`src/rtl/core/positional_list_insert_delete_top_defines.svh`:
```
// ----------------------------------------------------------------------------
// Assertion macros for the positional list block
// Clocked on aclk. The first form is disabled while aresetn is low; the second
// also checks during reset.
// ----------------------------------------------------------------------------
`ifndef POSITIONAL_LIST_INSERT_DELETE_TOP_DEFINES_SVH
`define POSITIONAL_LIST_INSERT_DELETE_TOP_DEFINES_SVH

`ifndef NO_ASSERTIONS
`define PLC_ASSERT(name, prop, msg) \
    name: assert property (@(posedge aclk) disable iff (!aresetn) prop) else $error(msg);
`define PLC_ASSERT_ALWAYS(name, prop, msg) \
    name: assert property (@(posedge aclk) prop) else $error(msg);
`else
`define PLC_ASSERT(name, prop, msg)
`define PLC_ASSERT_ALWAYS(name, prop, msg)
`endif

`endif

```
`src/rtl/core/plc_pkg.sv`:
```
// ----------------------------------------------------------------------------
// plc_pkg
// Command and status codes, and the control types shared by the list modules.
// ----------------------------------------------------------------------------
`default_nettype none

package plc_pkg;

    // Command codes
    localparam logic [1:0] CMD_INSERT = 2'd0;
    localparam logic [1:0] CMD_DELETE = 2'd1;
    localparam logic [1:0] CMD_READ   = 2'd2;

    // Status codes
    localparam logic [1:0] STAT_DONE  = 2'd0;
    localparam logic [1:0] STAT_RANGE = 2'd1;
    localparam logic [1:0] STAT_FULL  = 2'd2;

    localparam int POS_W   = 5;
    localparam int COUNT_W = 5;
    localparam int DATA_W  = 32;

    typedef logic signed [DATA_W-1:0] data_t;

    // Shift control broadcast to every cell
    typedef struct packed {
        logic  do_insert;
        logic  do_delete;
        data_t value;
    } cell_ctrl_t;

    // Per-request outcome from the controller
    typedef struct packed {
        logic [1:0] status;
        logic       rd_ok;
    } resp_t;

endpackage

`default_nettype wire

```
`src/rtl/core/plc_cell.sv`:
```
// ----------------------------------------------------------------------------
// plc_cell
// One list entry. Takes the new value, its left neighbor on an insert shift,
// or its right neighbor on a delete shift; otherwise holds.
// ----------------------------------------------------------------------------
`default_nettype none

module plc_cell
    import plc_pkg::*;
#(
    parameter int IDX = 0,
    parameter int IW  = 4
) (
    input  wire logic          aclk,
    input  wire cell_ctrl_t    ctrl,
    input  wire logic [IW-1:0] index,
    input  wire data_t         left_data,
    input  wire data_t         right_data,
    output data_t              data,
    output data_t              rd_data
);

    localparam logic [IW-1:0] MY_IDX = IW'(IDX);

    data_t data_reg;

    // Shift or load the entry
    always_ff @(posedge aclk) begin
        if (ctrl.do_insert) begin
            if (index == MY_IDX) begin
                data_reg <= ctrl.value;
            end else if (MY_IDX > index) begin
                data_reg <= left_data;
            end
        end else if (ctrl.do_delete) begin
            if (MY_IDX >= index) begin
                data_reg <= right_data;
            end
        end
    end

    assign data    = data_reg;
    // Drive the entry onto the read bus only when selected
    assign rd_data = (index == MY_IDX) ? data_reg : '0;

endmodule

`default_nettype wire

```
`src/rtl/core/plc_ctrl.sv`:
```
// ----------------------------------------------------------------------------
// plc_ctrl
// Holds the entry count, checks each request against it and issues the
// shift control for the cell chain.
// ----------------------------------------------------------------------------
`default_nettype none
`include "positional_list_insert_delete_top_defines.svh"

module plc_ctrl
    import plc_pkg::*;
#(
    parameter int DEPTH = 16,
    parameter int CW    = 5,
    parameter int IW    = 4
) (
    input  wire logic              aclk,
    input  wire logic              aresetn,
    input  wire logic              accept,
    input  wire logic [1:0]        cmd,
    input  wire logic [POS_W-1:0]  position,
    input  wire data_t             value,
    output cell_ctrl_t             ctrl,
    output logic [IW-1:0]          index,
    output resp_t                  resp,
    output logic [CW-1:0]          count_after
);

    localparam int EW = ((CW > POS_W) ? CW : POS_W) + 1;
    localparam logic [CW-1:0] FULL_COUNT = CW'(DEPTH);

    logic [CW-1:0] cnt_reg;
    logic [CW-1:0] cnt_next;
    logic [EW-1:0] pos_ext;
    logic [EW-1:0] cnt_ext;
    logic [EW-1:0] idx_ext;
    logic          pos_nz;
    logic          ins_in_range;
    logic          in_range;
    logic          is_full;
    logic          ins_ok;
    logic          del_ok;
    logic          rd_ok;
    logic [1:0]    status;

    // Range checks against the current count
    always_comb begin
        pos_ext      = EW'(position);
        cnt_ext      = EW'(cnt_reg);
        idx_ext      = pos_ext - EW'(1);
        pos_nz       = (position != '0);
        ins_in_range = pos_nz && (pos_ext <= cnt_ext + EW'(1));
        in_range     = pos_nz && (pos_ext <= cnt_ext);
        is_full      = (cnt_reg == FULL_COUNT);
    end

    // Decode the request
    always_comb begin
        ins_ok = 1'b0;
        del_ok = 1'b0;
        rd_ok  = 1'b0;
        status = STAT_RANGE;
        case (cmd)
            CMD_INSERT: begin
                if (ins_in_range) begin
                    if (is_full) begin
                        status = STAT_FULL;
                    end else begin
                        status = STAT_DONE;
                        ins_ok = 1'b1;
                    end
                end
            end
            CMD_DELETE: begin
                if (in_range) begin
                    status = STAT_DONE;
                    del_ok = 1'b1;
                end
            end
            CMD_READ: begin
                if (in_range) begin
                    status = STAT_DONE;
                    rd_ok  = 1'b1;
                end
            end
            default: begin
                status = STAT_RANGE;
            end
        endcase
    end

    // Advance the count
    always_comb begin
        cnt_next = cnt_reg;
        if (ins_ok) begin
            cnt_next = cnt_reg + CW'(1);
        end else if (del_ok) begin
            cnt_next = cnt_reg - CW'(1);
        end
    end

    always_ff @(posedge aclk) begin
        if (!aresetn) begin
            cnt_reg <= '0;
        end else if (accept) begin
            cnt_reg <= cnt_next;
        end
    end

    assign ctrl = '{do_insert: accept && ins_ok, do_delete: accept && del_ok, value: value};
    assign index       = idx_ext[IW-1:0];
    assign resp        = '{status: status, rd_ok: rd_ok};
    assign count_after = cnt_next;

    // Checks
    `PLC_ASSERT(a_count_bound, cnt_reg <= FULL_COUNT, "entry count above depth")
    `PLC_ASSERT(a_insert_grows,
                ctrl.do_insert |=> cnt_reg == $past(cnt_reg) + CW'(1),
                "insert did not grow count")
    `PLC_ASSERT(a_refused_holds,
                accept && status != STAT_DONE |=> $stable(cnt_reg),
                "refused request changed count")

endmodule

`default_nettype wire

```
`src/rtl/core/positional_list_insert_delete_top.sv`:
```
// Positional list, chain of DEPTH cells with a count register.
// The result is registered in the cycle after the request is accepted.
// One request per cycle unless stalled; every cell shifts in the same cycle.
// s_ready stays high while the result register is empty or being drained.
// Reset (synchronous, aresetn low) empties the list and the result register;
// entry contents are not cleared and are never read past the count.
// ----------------------------------------------------------------------------
// positional_list_insert_delete_top
// Bounded ordered list with insert, delete and read at a 1-based position.
// ----------------------------------------------------------------------------
`default_nettype none
`include "positional_list_insert_delete_top_defines.svh"

module positional_list_insert_delete_top
    import plc_pkg::*;
#(
    parameter int DEPTH = 16
) (
    input  wire logic               aclk,
    input  wire logic               aresetn,
    input  wire logic               s_valid,
    output logic                    s_ready,
    input  wire logic [1:0]         s_cmd,
    input  wire logic [POS_W-1:0]   s_position,
    input  wire data_t              s_value,
    output logic                    m_valid,
    input  wire logic               m_ready,
    output logic [1:0]              m_status,
    output data_t                   m_read_value,
    output logic [COUNT_W-1:0]      m_count
);

    localparam int CW = $clog2(DEPTH + 1);
    localparam int IW = (DEPTH > 1) ? $clog2(DEPTH) : 1;

    logic                accept;
    cell_ctrl_t          ctrl;
    logic [IW-1:0]       index;
    resp_t               resp;
    logic [CW-1:0]       count_after;
    data_t               cell_data [DEPTH];
    data_t               cell_rd   [DEPTH];
    data_t               rd_bus;

    logic                m_valid_reg;
    logic [1:0]          status_reg;
    data_t               read_value_reg;
    logic [COUNT_W-1:0]  count_reg;

    assign s_ready = aresetn && (!m_valid_reg || m_ready);
    assign accept  = s_valid && s_ready;

    plc_ctrl #(
        .DEPTH (DEPTH),
        .CW    (CW),
        .IW    (IW)
    ) u_ctrl (
        .aclk        (aclk),
        .aresetn     (aresetn),
        .accept      (accept),
        .cmd         (s_cmd),
        .position    (s_position),
        .value       (s_value),
        .ctrl        (ctrl),
        .index       (index),
        .resp        (resp),
        .count_after (count_after)
    );

    // Chain of cells, each wired to its neighbors
    for (genvar i = 0; i < DEPTH; i++) begin : g_cell
        data_t left_in;
        data_t right_in;
        if (i == 0) begin : g_first
            assign left_in = s_value;
        end else begin : g_mid_l
            assign left_in = cell_data[i-1];
        end
        if (i == DEPTH - 1) begin : g_last
            assign right_in = '0;
        end else begin : g_mid_r
            assign right_in = cell_data[i+1];
        end
        plc_cell #(
            .IDX (i),
            .IW  (IW)
        ) u_cell (
            .aclk       (aclk),
            .ctrl       (ctrl),
            .index      (index),
            .left_data  (left_in),
            .right_data (right_in),
            .data       (cell_data[i]),
            .rd_data    (cell_rd[i])
        );
    end

    // Merge the selected entry onto the read bus
    always_comb begin
        rd_bus = '0;
        for (int k = 0; k < DEPTH; k++) begin
            rd_bus = rd_bus | cell_rd[k];
        end
    end

    // Hold the result until taken
    always_ff @(posedge aclk) begin
        if (!aresetn) begin
            m_valid_reg <= 1'b0;
        end else if (accept) begin
            m_valid_reg <= 1'b1;
        end else if (m_ready) begin
            m_valid_reg <= 1'b0;
        end
    end

    always_ff @(posedge aclk) begin
        if (accept) begin
            status_reg     <= resp.status;
            read_value_reg <= resp.rd_ok ? rd_bus : '0;
            count_reg      <= COUNT_W'(count_after);
        end
    end

    assign m_valid      = m_valid_reg;
    assign m_status     = status_reg;
    assign m_read_value = read_value_reg;
    assign m_count      = count_reg;

    // Checks
    `PLC_ASSERT_ALWAYS(a_idle_in_reset, !aresetn |-> !s_ready, "input ready during reset")
    `PLC_ASSERT(a_accept_gives_result, accept |=> m_valid, "accepted request left no result")
    `PLC_ASSERT(a_read_zero_on_refuse,
                m_valid && m_status != STAT_DONE |-> m_read_value == '0,
                "read value on refused request")

endmodule

`default_nettype wire

```
`config.mk`:
```
export PLATFORM = sky130hd
export DESIGN_NAME = positional_list_insert_delete_top
export DESIGN_NICKNAME = d
export VERILOG_FILES = /design/src/rtl/core/plc_pkg.sv /design/src/rtl/core/plc_cell.sv /design/src/rtl/core/plc_ctrl.sv /design/src/rtl/core/positional_list_insert_delete_top.sv
export VERILOG_INCLUDE_DIRS = /design/src /design/src/rtl/core
export SDC_FILE = /design/constraint.sdc
export NUM_CORES = 1
export LEC_CHECK = 0
export ABC_AREA = 1
export BUFFER_PORTS_ARGS = -buffer_cell sky130_fd_sc_hd__buf_2
export CAP_MARGIN = 20
export CORE_MARGIN = 2
export CORE_UTILIZATION = 40
export DETAILED_ROUTE_END_ITERATION = 7
export PLACE_DENSITY_LB_ADDON = 0.08
export SLEW_MARGIN = 20
export SYNTH_ARGS = -nofsm -noshare
export SYNTH_HDL_FRONTEND = slang
export SYNTH_SLANG_ARGS = --single-unit
```
`constraint.sdc`:
```
create_clock -name aclk -period 8.69 [get_ports aclk]
set_input_delay 1.3035 -clock aclk [delete_from_list [all_inputs] [get_ports aclk]]
set_output_delay 1.3035 -clock aclk [all_outputs]
set_load 0.005 [all_outputs]
```
; Yosys cells after proc, flatten, opt, wreduce, memory -nomap -nowiden
; Index checks and enable logic that the tools add are counted.
[word_totals]
input_bits = 43
ff_bits = 557
output_inout_bits = 41
[op_classes]
n_reduce_logical = 46
eq_ne = 34
order_cmp = 34
bitwise = 15
add_sub_neg = 4
n_mux = 110
[op_table]
columns = operator, n
row1 = 32-bit 2-to-1 mux, 96
row2 = 32-bit bitwise OR, 15
row3 = "3-bit by 1-bit inequality test with 1-bit output, second input constant", 16
row4 = 3-bit AND reduction, 16
row5 = 2-bit nonzero test, 18
row6 = "4-bit == test, second input constant", 8
row7 = "4-bit greater-or-equal comparator, first input constant", 8
row8 = "4-bit > comparator, first input constant", 8
row9 = "4-bit by 3-bit == test with 1-bit output, second input constant", 4
row10 = "3-bit by 4-bit greater-or-equal comparator with 1-bit output, first input constant", 4
row11 = "3-bit by 4-bit > comparator with 1-bit output, first input constant", 4
row12 = 5-bit 2-to-1 mux, 2
row13 = 1-bit 2-to-1 mux, 9
row14 = "4-bit by 2-bit == test with 1-bit output, second input constant", 2
row15 = "1-bit by 4-bit greater-or-equal comparator with 1-bit output, first input constant", 2
row16 = "2-bit by 4-bit greater-or-equal comparator with 1-bit output, first input constant", 2
row17 = "1-bit by 4-bit > comparator with 1-bit output, first input constant", 2
row18 = "2-bit by 4-bit > comparator with 1-bit output, first input constant", 2
row19 = "5-bit by 1-bit adder with 6-bit output, second input constant", 1
row20 = 5-bit by 6-bit less-or-equal comparator with 1-bit output, 1
row21 = 1-bit logical AND, 6
row22 = "5-bit by 1-bit adder with 5-bit output, second input constant", 1
row23 = "5-bit == test, second input constant", 1
row24 = 5-bit less-or-equal comparator, 1
row25 = other kinds (13), 14

; Longest topological paths before layout
[logic_depth]
word_depth = 18
ltp_mapped = 18

; Cells and area by module
; From an unflattened synthesis, not the netlist that was laid out.
[hier_totals]
cells_unflattened = 6265
area_unflattened_um2 = 40812.9
[by_module_without_submodules]
columns = module, area_each_um2, instances, cells_per_inst
row1 = plc_cell at g_cell[10].u_cell ..., 2289.7, 2, 347
row2 = plc_cell at g_cell[1].u_cell ..., 2284.7, 2, 346
row3 = plc_cell at g_cell[11].u_cell ..., 2282.2, 2, 347
row4 = positional_list_insert_delete_top, 3219.3, 1, 533
row5 = plc_cell at g_cell[13].u_cell, 2280.9, 1, 348
row6 = plc_cell at g_cell[2].u_cell, 2280.9, 1, 346
row7 = plc_cell at g_cell[3].u_cell, 2280.9, 1, 345
row8 = plc_cell at g_cell[7].u_cell, 2280.9, 1, 347
row9 = plc_cell at g_cell[4].u_cell, 2272.2, 1, 348
row10 = plc_cell at g_cell[8].u_cell, 2265.9, 1, 347
row11 = plc_cell at g_cell[12].u_cell, 2262.2, 1, 347
row12 = plc_cell at g_cell[6].u_cell, 2254.7, 1, 346
row13 = plc_cell at g_cell[0].u_cell, 2252.2, 1, 346
row14 = plc_cell at g_cell[15].u_cell, 2233.4, 1, 344
row15 = plc_ctrl, 1216.2, 1, 188

; Worst setup path before layout
; OpenSTA, ideal clock, no wires.
[synth_path]
path_kind = input to register
startpoint = input port s_position[0]
endpoint = register g_cell[0].u_cell.data_reg[0] (enable)
cell_stages = 11
setup_slack_ns = 2.906
required_ns = 8.229
setup_time_ns = 0.461
t_arrival_ns = 5.323
cell_sequence = inv_2 -> clkbuf_1 -> clkbuf_1 -> ha_1 -> inv_1 -> nand2_1 -> nand2_1 -> nand3_1 -> nand2_1 -> nand2_1 -> nor3_1
[synth_between]
elab_chain_cells = 7
[synth_lines]
columns = element, line
row1 = from (decl), positional_list_insert_delete_top.sv:24  ; input wire logic [POS_W-1:0] s_position,
row2 = "parallel branches: the longest is 6 deep, another holds 4-bit by 1-bit subtractor with 4-bit output", -
row3 = 3-bit AND reduction (no source line) (*), -
row4 = to (signal assigned), plc_cell.sv:31  ; data_reg <= ctrl.value;
row5 = to (signal assigned), plc_cell.sv:33  ; data_reg <= left_data;
row6 = to (signal assigned), plc_cell.sv:37  ; data_reg <= right_data;
row7 = to (decl), plc_cell.sv:25  ; data_t data_reg;
; Mark *: on every way between the ends.
; A chain may end at the register's enable or synchronous reset.

; Final worst setup path
[layout_path]
startpoint = input port s_position[0]
endpoint = register g_cell[9].u_cell.data_reg[19], data pin
[layout_between]
elab_chain_cells = 6
[layout_lines]
columns = element, line
row1 = 5-bit by 6-bit less-or-equal comparator with 1-bit output / 5-bit nonzero test (equally long branches), "plc_ctrl.sv:51, plc_ctrl.sv:50"
row2 = 1-bit logical AND, plc_ctrl.sv:51  ; ins_in_range = pos_nz && (pos_ext <= cnt_ext + EW'(1));
row3 = 1-bit 2-to-1 mux, plc_ctrl.sv:64  ; if (ins_in_range) begin
row4 = 1-bit 2-to-1 mux, plc_ctrl.sv:62  ; case (cmd)
row5 = 1-bit logical AND, plc_ctrl.sv:109  ; assign ctrl = '{do_insert: accept && ins_ok, do_delete: accept && del_ok, value: value};
row6 = 32-bit 2-to-1 mux (*), plc_cell.sv:29  ; if (ctrl.do_insert) begin
row7 = to (signal assigned), plc_cell.sv:31
row8 = to (signal assigned), plc_cell.sv:33
row9 = to (signal assigned), plc_cell.sv:37
row10 = to (decl), plc_cell.sv:25
; Every way passes the cells marked *; elsewhere a longest branch is shown, timed or not.

==> impl_metrics.py <==
metrics = {
    "logic_synthesis": {
        "ys.warnings.count": 0,
        "syn_area_per_cell_um2": 7.72,
        "syn_area_um2": 34100,
        "synth_xor_area_frac": 0.00180,
        "synth_cells": 4414,
        "synthAdderAreaFrac": 0.00735,
        "synth_mux_area_frac": 0,
        "yosysUniqueCellTypes": 30,
        "ys_seq_area_frac": 0.489,
        "synth_compound_gate_area_share": 0.107,
        "synth_top_cell_by_area": "edfxtp_1",
        "synth.top_cell.area_share": 0.486,
        "synthSimpleGateAreaFrac": 0.316,
        "yosys-top-cells-area": "edfxtp_1, nand2_1, o21ai_0",
        "synth_fp_nets": 4477,
        "ys_ff_latch": 557,
        "synth_top_family_by_area": "simple AND/OR/NAND/NOR gates",
    },
    "clock_tree": {
        "cts_resized": 0,
        "worstSkewPairLatency_ps": 620,
        "tritoncts": "done",
        "clkTransAtPathRegs_ps": 60,
        "clock_path_buffers": 3,
        "postCtsHoldBufs": 0,
        "cts_buffers": 69,
        "cts_setup_buffers": 0,
        "cts_sinks": 557,
        "cts-root-buf": "clkbuf_16",
        "cts-htree-levels": 3,
    },
    "global_routing": {
        "grt_antenna_before_repair": 3,
        "grtUsageMet2": 0.482,
        "grt_max_degree": 197,
        "grt_pass1_vias": 29005,
        "grt_pass1_wl_mm": 200,
        "grt-busiest-layer": "met2",
        "overflow": 0,
        "gr-usage-met1": 0.438,
        "use_met3": 0.0382,
        "track_usage": 0.310,
    },
    "worst_setup_path": {
        "critPathMaxFanout": 71,
        "required_ps": 9050,
        "end_kind": "flip-flop",
        "start_kind": "input port",
        "worstSetupPathType": "input port to flip-flop",
        "critPathArrivalTime_ps": 5880,
    },
    "timing": {
        "min_period_ps": 5520,
        "max_clock_freq_ghz": 0.181,
        "rsz0062_at_grt": "no",
        "tns_ps": 0,
        "fin_crit_sh": 0.635,
        "hold_viol": 0,
        "holdWs_ps": 507,
        "worstMarginPinSlew_ps": 1130,
        "setup-violations-final": 0,
        "slew_viol_final": 0,
        "max_slew_margin": 0.246,
        "skew_ps": 15.8,
    },
    "outcome": {
        "status": "finished, final reports clean",
    },
    "worst_hold_path": {
        "worst_hold_path_type": "flip-flop to flip-flop",
    },
    "routing": {
        "final_antenna_net_count": 0,
        "drc": 0,
        "drt_iter0_drc": 4001,
        "dr.pass1.iters": 5,
        "wl_per_cell_um": 25.1,
        "vias_per_cell": 5.82,
        "vias": 31743,
        "wirelength_mm": 137,
    },
    "floorplanning": {
        "ioPinCount": 84,
        "start_util": 0.402,
        "core_area_um2": 84700,
        "die_w_um": 296,
        "rows": 107,
        "fp.dieH_um": 296,
        "die_area_um2": 87500,
    },
    "final_layout": {
        "nFillCells": 8672,
        "largest_register_ffs": 512,
        "syn2layout_area_growth_pct": 8.27,
        "multi_input_area_um2": 15000,
        "drive_gt1_frac": 0.0668,
        "ff_latch_area_um2": 16700,
        "num-nets-final": 4329,
    },
    "power_and_ir_drop": {
        "totalPowerFinal_uw": 6380,
        "max-vdd-ir-drop_v": 0.000124,
        "power_leakage_uw": 0.0156,
        "powerDensity_nw_per_um2": 173,
    },
    "placed_design": {
        "io_buffers": 83,
        "hpwl_mm": 79.3,
        "gp_congestion": 0.847,
    },
    "flow_run": {
        "drv_cap": 0,
    },
}
## metal layers
layer / share of wire / vias up
met5: 0.000080 / -
met4: 0.042 / 2
met3: 0.081 / 257
met2: 0.45 / 1562
met1: 0.43 / 15326
li1: - / 14596
## metrics by stage
step	utilization	instance area [um2]	instances	setup slack, ps
after floorplan	-	34100	4414	2910
after global placement	0.411	34900	5337	2770
after detailed placement	0.411	34900	5337	2620
after CTS	0.435	36800	5452	3290
after global routing	0.435	36900	5455	2940
final	0.435	36900	5455	3170
## cells by family (layout without fill, tap and decap cells)
logic type | count (synthesis) | count (layout)
other cells | 0 | 1
simple gates | 2607 | 2607
compound gates | 655 | 655
fa+ha+maj | 20 | 20
xor+xnor | 7 | 7
flops | 557 | 557
buf+inv | 568 | 464
## synth_stat cells
master and n:
nand2_4 1, and2_1 2, nor3_1 5, o211ai_1 151, nand3_2 1, inv_2 6, inv_1 193, nand2_1 1907
xnor2_1 2, nand3_1 93, buf_4 28, dfxtp_1 6, o21ai_1 39, o21ai_0 418, clkbuf_1 137, a21boi_0 1
buf_6 31, ha_1 20, clkinv_1 1, buf_1 22, nor2_2 7, a21oi_1 46, nand4_4 1, xor2_1 5
edfxtp_1 551, buf_2 150, nor2_1 274, nor2_4 4, nand2_2 4, nand4_1 308
## worst max-delay path, stage by stage
cell and delay (ps):
buf_2 160, inv_6 320, ha_1 280, nand2_1 110, nand2_4 780, nand2_1 280
inv_2 560, nand3_2 550, inv_2 500, buf_4 600, nand2_1 120, o211ai_1 130
nand2_1 70
## power by group
part / switching, uW / internal, uW / leakage (uW) / total [uW]
logic: 538 / 140 / 0.00956 / 678
clock network: 1200 / 1500 / 0.000963 / 2700
registers: 27.4 / 2980 / 0.00505 / 3000
## cells in the final DEF (no fill, tap or decap), drive strengths merged, types with 6 or more instances in the layout
master	count
nor2	285
a21oi	46
nand2	1912
dfxtp	6
clkinv	20
inv	201
edfxtp	551
ha	20
o211ai	151
nand3	94
buf	149
clkbuf	94
o21ai	457
nand4	309
## path summary, 6_finish.rpt
path | start | end | slack [ps] | cells past startpoint
min | u_ctrl.cnt_reg[3] | u_ctrl.cnt_reg[3] | 510 | 2
max reg2reg | u_ctrl.cnt_reg[0] | g_cell[8].u_cell.data[4] | 3690 | 16
min reg2reg | u_ctrl.cnt_reg[3] | u_ctrl.cnt_reg[3] | 510 | 2
max | s_position[0] | g_cell[9].u_cell.data[19] | 3170 | 13
## cell type report
type	count	share of cell area
flip-flops and latches	557	0.452
well taps	1144	0.0388
clock buffers	94	0.0508
inverters	200	0.0207
multi-input cells	3289	0.408
clock inverters	21	0.00254
repair buffers	149	0.0275
diodes	1	0.0000678
(Power assumes the default switching activity.)
